[src/rtl/multi_queue_message_mailbox_core_assert.svh]
// assertion macros for the mailbox core and its submodules
// taken in by `include; empty bodies when SYNTHESIS is defined
`ifndef MULTI_QUEUE_MESSAGE_MAILBOX_CORE_ASSERT_SVH
`define MULTI_QUEUE_MESSAGE_MAILBOX_CORE_ASSERT_SVH
`ifndef SYNTHESIS
// same-cycle implication
`define MQMB_ASSERT_IMPLIES(lbl, clk, rst, ante, cons) \
   lbl: assert property (@(posedge clk) disable iff (rst) (ante) |-> (cons)) \
      else $error("mailbox assertion failed");
// next-cycle implication
`define MQMB_ASSERT_NEXT(lbl, clk, rst, ante, cons) \
   lbl: assert property (@(posedge clk) disable iff (rst) (ante) |=> (cons)) \
      else $error("mailbox assertion failed");
`else
`define MQMB_ASSERT_IMPLIES(lbl, clk, rst, ante, cons)
`define MQMB_ASSERT_NEXT(lbl, clk, rst, ante, cons)
`endif
`endif

[src/rtl/mqmb_pkg.sv]
// shared types and constants of the message mailbox
// no dependencies
`default_nettype none

package mqmb_pkg;

   localparam int NUM_QUEUES_DEF  = 8;
   localparam int QUEUE_DEPTH_DEF = 8;
   localparam int MSG_MAX_DEF     = 64;

   localparam int BYTE_W   = 8;
   localparam int COUNT_W  = 7;
   localparam logic [COUNT_W-1:0] POS_SAT = 7'd127;

   typedef enum logic [1:0] {
      OP_SEND = 2'd0,
      OP_RECV = 2'd1,
      OP_PEEK = 2'd2,
      OP_NONE = 2'd3
   } op_type;

   typedef enum logic [1:0] {
      STATUS_OK   = 2'd0,
      STATUS_BAD  = 2'd1,
      STATUS_FULL = 2'd2
   } status_type;

   typedef struct packed {
      op_type              operation;
      logic [BYTE_W-1:0]   queue_id;
      logic [BYTE_W-1:0]   msg_len;
      logic [BYTE_W-1:0]   data_byte;
      logic                byte_last;
      logic [BYTE_W-1:0]   recv_capacity;
   } req_type;

   // controller to datapath
   typedef struct packed {
      logic capture;
      logic lookup;
      logic execute;
      logic load_len;
      logic stream;
   } cmd_type;

   // datapath to controller
   typedef struct packed {
      logic recv_go;
      logic want_zero;
      logic stream_end;
   } stat_type;

endpackage

`default_nettype wire

[src/rtl/mqmb_ctrl.sv]
// mailbox controller: sequences lookup, execute, length fetch and byte stream
// depends on mqmb_pkg and the assertion macro header
`default_nettype none
`include "multi_queue_message_mailbox_core_assert.svh"

module mqmb_ctrl (
   input  wire logic               clock,
   input  wire logic               reset,
   input  wire logic               start,
   output logic                    busy,
   output mqmb_pkg::cmd_type       cmd,
   input  wire mqmb_pkg::stat_type stat
);

   typedef enum logic [4:0] {
      ST_IDLE   = 5'b00001,
      ST_LOOKUP = 5'b00010,
      ST_DECIDE = 5'b00100,
      ST_LEN    = 5'b01000,
      ST_STREAM = 5'b10000
   } state_type;

   state_type state_ff, state_in;

   always_comb begin
      state_in = state_ff;
      unique case (state_ff)
         ST_IDLE: begin
            if (start) state_in = ST_LOOKUP;
         end
         ST_LOOKUP: begin
            state_in = ST_DECIDE;
         end
         ST_DECIDE: begin
            state_in = stat.recv_go ? ST_LEN : ST_IDLE;
         end
         ST_LEN: begin
            state_in = stat.want_zero ? ST_IDLE : ST_STREAM;
         end
         ST_STREAM: begin
            if (stat.stream_end) state_in = ST_IDLE;
         end
         default: begin
            state_in = ST_IDLE;
         end
      endcase
   end

   always_ff @(posedge clock) begin
      if (reset) begin
         state_ff <= ST_IDLE;
      end else begin
         state_ff <= state_in;
      end
   end

   assign busy         = (state_ff != ST_IDLE);
   assign cmd.capture  = (state_ff == ST_IDLE) && start;
   assign cmd.lookup   = (state_ff == ST_LOOKUP);
   assign cmd.execute  = (state_ff == ST_DECIDE);
   assign cmd.load_len = (state_ff == ST_LEN);
   assign cmd.stream   = (state_ff == ST_STREAM);

   `MQMB_ASSERT_NEXT(a_accept_busy, clock, reset, start && !busy, busy)
   `MQMB_ASSERT_NEXT(a_len_exit, clock, reset, (state_ff == ST_LEN) && stat.want_zero, !busy)
   `MQMB_ASSERT_IMPLIES(a_one_cmd, clock, reset, 1'b1, $onehot0(cmd))

endmodule

`default_nettype wire

[config.mk]
export PLATFORM = sky130hd
export DESIGN_NAME = mqmb_ctrl
export DESIGN_NICKNAME = d
export VERILOG_FILES = /design/src/rtl/mqmb_pkg.sv /design/src/rtl/mqmb_ctrl.sv
export VERILOG_INCLUDE_DIRS = /design/src /design/src/rtl
export SDC_FILE = /design/constraint.sdc
export NUM_CORES = 1
export LEC_CHECK = 0
export BUFFER_PORTS_ARGS = -buffer_cell sky130_fd_sc_hd__clkbuf_2
export CAP_MARGIN = 20
export CORE_AREA = 8 8 45 47
export CTS_BUF_LIST = sky130_fd_sc_hd__clkbuf_16
export DETAILED_ROUTE_END_ITERATION = 10
export DIE_AREA = 0 0 53 55
export PLACE_DENSITY = 0.56
export SETUP_SLACK_MARGIN = 0.02
export SYNTH_ARGS = -nofsm -noshare
export SYNTH_HDL_FRONTEND = slang
export SYNTH_SLANG_ARGS = --single-unit
[constraint.sdc]
create_clock -name clock -period 1.26 [get_ports clock]
set_input_delay 0.126 -clock clock [delete_from_list [all_inputs] [get_ports clock]]
set_output_delay 0.126 -clock clock [all_outputs]
set_load 0.05 [all_outputs]
==> results of run 1 <==
## worst reg2reg max path, cell delays in order, from the launching register on
cell      delay [ns]
dfxtp_2         0.31
or3_4           0.41
nor3b_4         0.21
buf_4           0.14
nand2b_4        0.06
nor4b_2         0.15
## where the power goes
part           internal (mW)  total (mW)  switching, mW  leakage (nW)
clock                  0.411       0.521          0.110        0.0423
sequential             0.167       0.173        0.00550        0.0415
combinational         0.0857       0.188          0.103         0.221
total                  0.664       0.883          0.218         0.304
## cells by family after synthesis
logic type,count (synthesis)
simple gates,17
compound gates,7
xor+xnor,1
flops,5
buf+inv,5
## what timing repair did
action | 4_1_cts | 5_1_grt
resized for setup | 16 | 9
endpoints found under the setup margin | 9 | 10
pin swaps | 2 | 4
buffers inserted | 3 | 1
## metal layers
layer / share of wire / vias to the layer above / track usage
li1: - / 175 / -
met1: 0.38 / 158 / 0.0591
met2: 0.50 / 12 / 0.117
met3: 0.082 / 3 / 0.0428
met4: 0.033 / 0 / 0.0776
met5: 0 / - / 0
## layout make-up
| class | count | area (sq um) |
|---|---|---|
| fill | 126 | 708 |
| tap | 16 | 20.0 |
| multi-input combinational | 25 | 240 |
| sequential | 5 | 104 |
| timing repair buffer | 23 | 218 |
| inverter | 4 | 15.0 |
| clock buffer | 3 | 75.1 |
| clock inverter | 1 | 3.75 |
## stage by stage
step                power, mW  TNS (ns)  setup WS, ns  hold slack, ns
CTS                     0.874    -0.761        -0.310          0.0738
floorplan               0.270     -2.14        -0.416           0.203
finish                  0.883    -0.957        -0.296          0.0728
global placement        0.316    -0.108       -0.0412           0.313
detailed placement      0.316    -0.192       -0.0711           0.313
global route            0.913     -1.45        -0.370          0.0753
## final timing paths
path	startpoint	to
setup reg to reg	state_ff[0]$_SDFFE_PP1P_	state_ff[3]$_SDFFE_PP0P_
hold reg to reg	state_ff[4]$_SDFFE_PP0P_	state_ff[2]$_SDFFE_PP0P_
hold / removal	reset	state_ff[1]$_SDFFE_PP0P_
setup / recovery	state_ff[0]$_SDFFE_PP1P_	cmd[0]
## Yosys cell counts, drive strengths merged
| cell | count |
|---|---|
| nand3 | 2 |
| nor3 | 2 |
| nor3b | 2 |
| nor2 | 5 |
| o21bai | 1 |
| a21o | 1 |
| xor2 | 1 |
| o211a | 1 |
| dfxtp | 5 |
| buf | 1 |
| inv | 4 |
| o221ai | 1 |
| and2 | 1 |
| nor4 | 1 |
| o21ai | 1 |
| a21oi | 1 |
| nand2b | 2 |
| nor4b | 1 |
| or3 | 1 |
| a31oi | 1 |
==> results.json, run 1 <==
{
  "status": "complete, but fails checks",
  "failed_checks": "negative setup slack",
  "final_common_cell": "buf_4",
  "dpl.cell_count": 69,
  "hpwl_um": 635,
  "final_area_sq_um": 676,
  "peakVddDrop_mv": 0.666,
  "ant_nets": 0,
  "synth_area_leader_cell": "dfxtp_1",
  "clk_latency_ns": 0.23,
  "route.detailed.drc": 0,
  "clock_skew_ns": 0.00154,
  "drt_wl_total_um": 912,
  "hold_viol": 0,
  "post-route-util": 0.488,
  "top_register": "state_ff",
  "synth.area.mux_share": 0,
  "grt_use_total": 0.0726,
  "p_leak_nw": 0.304,
  "io_pins": 12,
  "placed_area_sq_um": 482,
  "synth_area_leaders": "dfxtp_1, nor2_1, nor3b_4",
  "avgViaCountPerCell": 4.52,
  "cts_buffer_depth": 2,
  "setup_viol": 6,
  "hold_path_depth": 2,
  "cts_root_buf": "clkbuf_16",
  "max_slew.worst_pin.slew_ns": 0.250,
  "synth_area_sq_um": 300,
  "layout_common_cells": "buf_4, clkbuf_2, inv_1",
  "antenna_found_initial": 0,
  "clkTransAtPathRegs_ns": 0.03,
  "r2r_cells": 5,
  "cts_hold_buf": 0,
  "maxCapViolCount": 0,
  "die_w_um": 53,
  "synthXorXnorAreaFrac": 0.0292,
  "place.gp.congestion": 0.836,
  "grt_pass1_vias": 368,
  "synthSimpleGateAreaFrac": 0.396,
  "ff2ff_setup_slack_ns": -0.14,
  "cp_top_family": "simple AND/OR/NAND/NOR gates",
  "nNetsFinal": 68,
  "diodes": 0,
  "end_kind": "primary output",
  "critPathMaxStageDelay_ns": 0.41,
  "cp_max_fo": 3,
  "clkSinkCount": 5,
  "cts_made_buffers": 3,
  "crit_cells": 4,
  "synth_fa_ha_area_frac": 0,
  "worstHoldPathType": "input port to flop",
  "grt_pass1_wl_mm": 1.44,
  "grt-ovfl-total": 0,
  "cts_max_level": 1,
  "powerDensity_mw_per_mm2": 1310,
  "fmax_mhz": 643,
  "path_buf_inv": 2,
  "start_kind": "flop",
  "cpMaxStageDelayCell": "or3_4",
  "seq_area_frac_synth": 0.333,
  "dieArea_sq_mm": 0.00292,
  "area_growth_pct": 125,
  "start_util": 0.217,
  "cp.required_ns": 1.13,
  "rsz0062_at_grt": "true",
  "core-area_sq_mm": 0.00138,
  "netlist_instances": 35,
  "ys_types": 22,
  "setup_ws_ns": -0.296,
  "ys_warn_count": 0,
  "synth_top_family_by_area": "simple AND/OR/NAND/NOR gates",
  "cts_tree": "yes",
  "avgSynthCellArea_sq_um": 8.58,
  "syn_nets": 41,
  "relSlewSlack": 0.833,
  "worstPathArrival_ns": 1.43,
  "reg_top3": "state_ff (5)",
  "die_h_um": 55,
  "io_buffers": 11,
  "crit_chain": "or3_4 -> nor3b_4 -> buf_4 -> buf_12",
  "drt_first_pass_iters": 2,
  "synth_top_cell_area_share": 0.333,
  "period_share": 1.23,
  "largest_reg_flops": 5,
  "fp-row-count": 14,
  "synth_compound_area_frac": 0.167,
  "critical_path_class": "flop to primary output",
  "ys_seq_elements": 5,
  "final_cells": 77,
  "vias": 348,
  "grt_max_degree": 6,
  "post-route-min-period_ns": 1.56,
  "wl_per_cell_um": 11.8,
  "drive_gt1_frac": 0.721,
  "slew_viol_final": 0,
  "drt_iter0_markers": 2
}
Note: power is estimated with default switching activity, not from simulation.
==> run 2, diff against run 1 <==
ABC_AREA = 1   (was default)
PLACE_DENSITY = 0.59   (was 0.56)
==> run 2 against run 1 <==
Final cell count up 17%. Setup slack better by 0.29 ns. Clock power about the same. The run still ends with negative setup slack left. Register-to-register slack better by 0.30 ns. Largest cell class unchanged. Cell area down 4.4%. Combinational power up 54%. Critical endpoint is now cmd[1].
==> results.json, run 2 <==
{
  "status": "complete, but fails checks",
  "failed_checks": "negative setup slack",
  "ant_nets": 0,
  "relSlewSlack": 0.855,
  "maxCapViolCount": 0,
  "core-area_sq_mm": 0.00138,
  "hold_slack_ns": 0.112,
  "synth_area_sq_um": 338,
  "fmax_mhz": 787,
  "final_area_sq_um": 646,
  "slew_viol_final": 0,
  "end_kind": "primary output",
  "start_util": 0.244,
  "grt_pass1_vias": 377,
  "synth_top_cell_area_share": 0.296,
  "rsz0062_at_grt": "true",
  "placed_area_sq_um": 428,
  "cts_tree": "yes",
  "ff2ff_setup_slack_ns": 0.16,
  "dp_slack_ns": 0.0657,
  "cp.required_ns": 1.13,
  "path_buf_inv": 3,
  "seq_area_sq_um": 106,
  "synth_area_leaders": "dfxtp_1, inv_1, nand2_1",
  "drt_iter0_markers": 5,
  "drive_gt1_frac": 0.622,
  "critPathMaxStageDelay_ns": 0.33,
  "powerDensity_mw_per_mm2": 1560,
  "grt_pass1_wl_mm": 1.41,
  "vias": 372,
  "io_buffers": 11,
  "setup_tns_ns": -0.0105,
  "place.gp.congestion": 0.846,
  "final_common_cell": "inv_1",
  "post-route-min-period_ns": 1.27,
  "avgSynthCellArea_sq_um": 6.14,
  "ys_types": 16,
  "drt_first_pass_iters": 2,
  "grt_use_total": 0.0683,
  "diodes": 0,
  "multi_input_area_sq_um": 216,
  "synth-edff-count": 0,
  "clkTransAtPathRegs_ns": 0.03,
  "ys_seq_elements": 5,
  "antenna_found_initial": 0,
  "hold_start": "reset",
  "setup_viol": 1,
  "crit_start": "state_ff[0]$_SDFFE_PP1P_",
  "clkSinkCount": 5,
  "period_share": 1.01,
  "drt_wl_total_um": 857,
  "largest_reg_flops": 5,
  "layout_common_cells": "inv_1, nand2_1, inv_2",
  "seq_area_frac_synth": 0.296,
  "area_growth_pct": 91.1,
  "cpMaxStageDelayCell": "dfxtp_2",
  "top_register": "state_ff",
  "critical_path_class": "flop to primary output",
  "grt-ovfl-total": 0,
  "peakVddDrop_mv": 0.904,
  "cts_made_buffers": 3,
  "clk_latency_ns": 0.23,
  "synth_common_cells": "inv_1, nand2_1, nor2_1, dfxtp_1, nor2_2",
  "cts_buffer_depth": 2,
  "hpwl_um": 645,
  "nFillCells": 133,
  "route.detailed.drc": 0,
  "fp-row-count": 14,
  "nNetsFinal": 81,
  "p_leak_nw": 0.330,
  "cts_max_level": 1,
  "reg_top3": "state_ff (5)",
  "hold_viol": 0,
  "max_slew.worst_pin.slew_ns": 0.216,
  "clock_skew_ns": 0.000699,
  "syn_nets": 61,
  "start_kind": "flop",
  "yosysMostFrequentCell": "inv_1",
  "io_pins": 12,
  "synth_area_leader_cell": "dfxtp_1",
  "cp_max_fo": 3,
  "ys_warn_count": 0,
  "cts_root_buf": "clkbuf_16",
  "netlist_instances": 55,
  "worstPathArrival_ns": 1.14,
  "die_h_um": 55,
  "dieArea_sq_mm": 0.00292,
  "synth_flop_cell": "dfxtp_1",
  "timing.rr.start": "state_ff[0]$_SDFFE_PP1P_",
  "avgViaCountPerCell": 4.13,
  "setup_ws_ns": -0.0105,
  "grt_max_degree": 5,
  "die_w_um": 53,
  "post-route-util": 0.467,
  "crit_chain": "nor2_4 -> inv_2 -> nor2_4 -> nand2_2 -> inv_2 -> clkbuf_16",
  "worstHoldPathType": "input port to flop",
  "async_reset_ff_frac": 0,
  "cp_top_family": "flip-flops",
  "cts_hold_buf": 0,
  "wl_per_cell_um": 9.52
}
[run 2: metrics by stage]
| step | instances | total power [mW] |
|---|---|---|
| floorplan | 55 | 0.377 |
| global placement | 82 | 0.430 |
| detailed placement | 82 | 0.431 |
| CTS | 91 | 0.997 |
| global route | 90 | 1.05 |
| finish | 90 | 1.01 |
[run 2: cell type report]
class,count,share of cell area
Tap cell,16,0.0310
Timing Repair Buffer,16,0.260
Clock buffer,3,0.116
Clock inverter,1,0.00581
Sequential cell,5,0.165
Inverter,15,0.0872
Multi-Input combinational cell,34,0.335
[run 2: timing repair]
action	in CTS	in global routing
gates resized for setup	23	8
setup buffers	5	0
endpoints found under the hold margin	0	0
endpoints found under the setup margin	6	7
pin swaps	5	5
[run 2: cells by family (layout without fill, tap and decap cells)]
kind of cell,count (synthesis),after routing,share of synthesized area
and+or+nand+nor,32,32,0.485
DFF,5,5,0.296
AOI/OAI and AO/OA,2,2,0.0296
buffers and inverters,16,35,0.189
[run 2: routing by layer]
metal,up-vias,track usage,share of wire
li1,201,-,-
met1,160,0.0518,0.38
met2,9,0.127,0.54
met3,2,0.0374,0.069
met4,0,0.0517,0.0093
met5,-,0,0
[run 2: worst paths after layout]
check,end,cells after the start
worst max-delay path,cmd[1],6
worst min register to register,state_ff[2]$_SDFFE_PP0P_,4
worst min-delay path,state_ff[3]$_SDFFE_PP0P_,2
worst max register to register,state_ff[4]$_SDFFE_PP0P_,8
[run 2: power by group]
part,switching [mW],total [mW],internal (mW)
Combinational,0.178,0.289,0.111
Sequential,0.0214,0.199,0.177
Clock,0.106,0.518,0.411
Total,0.306,1.01,0.699
==> run 3, diff against run 2 <==
PLACE_DENSITY = 0.54   (was 0.59)
==> run 3 against run 2 <==
The flow still finishes with violations (negative setup slack). Total power rose by 2.6%. Clock skew rose by 0.00061 ns. Combinational power up 7%. Setup slack gained 0.0019 ns. Maximum frequency increased by 0.15%. Non-clock buffer count grew 3.
==> results.json, run 3 (synthesis gave the netlist of run 2 again) <==
{
  "start_kind": "flop",
  "clk_latency_ns": 0.23,
  "cts_tree": "yes",
  "peakVddDrop_mv": 0.611,
  "post-route-min-period_ns": 1.27,
  "cp_max_fo": 3,
  "hold_viol": 0,
  "io_pins": 12,
  "dieArea_sq_mm": 0.00292,
  "cts_max_level": 1,
  "drt_first_pass_iters": 2,
  "post-route-util": 0.480,
  "power_mw": 1.03,
  "maxCapViolCount": 0,
  "cp.required_ns": 1.13,
  "end_kind": "primary output",
  "cts_root_buf": "clkbuf_16",
  "grt_use_total": 0.0722,
  "hold_slack_ns": 0.111,
  "rsz0062_at_grt": "true",
  "layout_common_cells": "inv_1, nand2_1, buf_4, inv_2",
  "die_h_um": 55,
  "fp-row-count": 14,
  "final_common_cell": "inv_1",
  "slew_viol_final": 0,
  "cts_made_buffers": 3,
  "wl_per_cell_um": 9.52,
  "status": "complete, but fails checks",
  "clock_skew_ns": 0.00130,
  "grt_max_degree": 5,
  "area_growth_pct": 96.7,
  "grt-ovfl-total": 0,
  "hpwl_um": 655,
  "grt_pass1_vias": 383,
  "clkTransAtPathRegs_ns": 0.03,
  "setup_viol": 2,
  "top_register": "state_ff",
  "cpMaxStageDelayCell": "dfxtp_2",
  "grt_pass1_wl_mm": 1.47,
  "diodes": 0,
  "avgViaCountPerCell": 4.20,
  "critPathMaxStageDelay_ns": 0.33,
  "fmax_mhz": 788,
  "drive_gt1_frac": 0.636,
  "setup_tns_ns": -0.00977,
  "clkSinkCount": 5,
  "nNetsFinal": 84,
  "start_util": 0.244,
  "setup_ws_ns": -0.00869,
  "max_slew.worst_pin.slew_ns": 0.189,
  "ant_nets": 0,
  "core-area_sq_mm": 0.00138,
  "powerDensity_mw_per_mm2": 1550,
  "reg_top3": "state_ff (5)",
  "vias": 391,
  "worstHoldPathType": "input port to flop",
  "die_w_um": 53,
  "final_area_sq_um": 664,
  "route.detailed.drc": 0,
  "io_buffers": 11,
  "cts_buffer_depth": 2,
  "place.gp.congestion": 0.755,
  "antenna_found_initial": 0,
  "relSlewSlack": 0.874,
  "p_leak_nw": 0.344,
  "drt_wl_total_um": 885,
  "critical_path_class": "flop to primary output",
  "failed_checks": "negative setup slack",
  "placed_area_sq_um": 428,
  "worstPathArrival_ns": 1.14,
  "crit_chain": "nor2_4 -> inv_2 -> nor2_4 -> nand2_2 -> inv_2 -> clkbuf_16",
  "period_share": 1.01,
  "largest_reg_flops": 5,
  "drt_iter0_markers": 3
}
run 3: changes by cell type in the layout (fill, tap and decap cells not counted):
cell,previous run,this run
buf_6,1,0
nand2_2,3,2
nor2_2,4,5
nand2_4,1,2
buf_4,4,8
nor2_4,5,4
run 3: worst paths after layout:
check	from	to	slack [ns]	cells past startpoint
max reg2reg	state_ff[2]$_SDFFE_PP0P_	state_ff[0]$_SDFFE_PP1P_	0.17	9
min reg2reg	state_ff[0]$_SDFFE_PP1P_	state_ff[2]$_SDFFE_PP0P_	0.58	3
max	state_ff[0]$_SDFFE_PP1P_	cmd[2]	-0.009	6
min	reset	state_ff[3]$_SDFFE_PP0P_	0.11	2
run 3: final cells by class:
type                       instances  area [sq um]
clock buffer                       3          75.1
clock inverter                     1          3.75
fill                             142           719
inverter                          15          56.3
multi-input combinational         34           216
sequential                         5           106
tap                               16          20.0
timing repair buffer              19           186
run 3: per-layer routing:
layer / wire [um] / vias up / track usage
met2: 438 / 14 / 0.123
met5: 0 / - / 0
li1: - / 204 / -
met4: 26 / 0 / 0.0647
met1: 326 / 171 / 0.0595
met3: 93 / 2 / 0.0401
run 3: critical path: cells and delay by family, from the launching register on:
family                 cells  cell delay (ns)
DFF                        1             0.33
and+or+nand+nor            3             0.31
buffers and inverters      3             0.28
run 3: what timing repair did:
item | in CTS | in global routing
hold endpoints to repair | 0 | 0
endpoints found under the setup margin | 6 | 5
buffers inserted | 7 | 0
gates resized for setup | 26 | 4
hold buffers | 0 | 0
pin swaps | 5 | 1
run 3: metrics by stage:
| step | setup WS [ns] | instances |
|---|---|---|
| floorplan | -0.0231 | 55 |
| global placement | 0.0779 | 82 |
| detailed placement | 0.0586 | 82 |
| CTS | -0.0452 | 93 |
| global route | -0.0760 | 93 |
| finish | -0.00869 | 93 |
run 3: power by group:
group          total (mW)  internal [mW]  switching (mW)
Combinational       0.308          0.126           0.182
Clock               0.526          0.412           0.114
Sequential          0.197          0.177          0.0198
Total                1.03          0.715           0.316
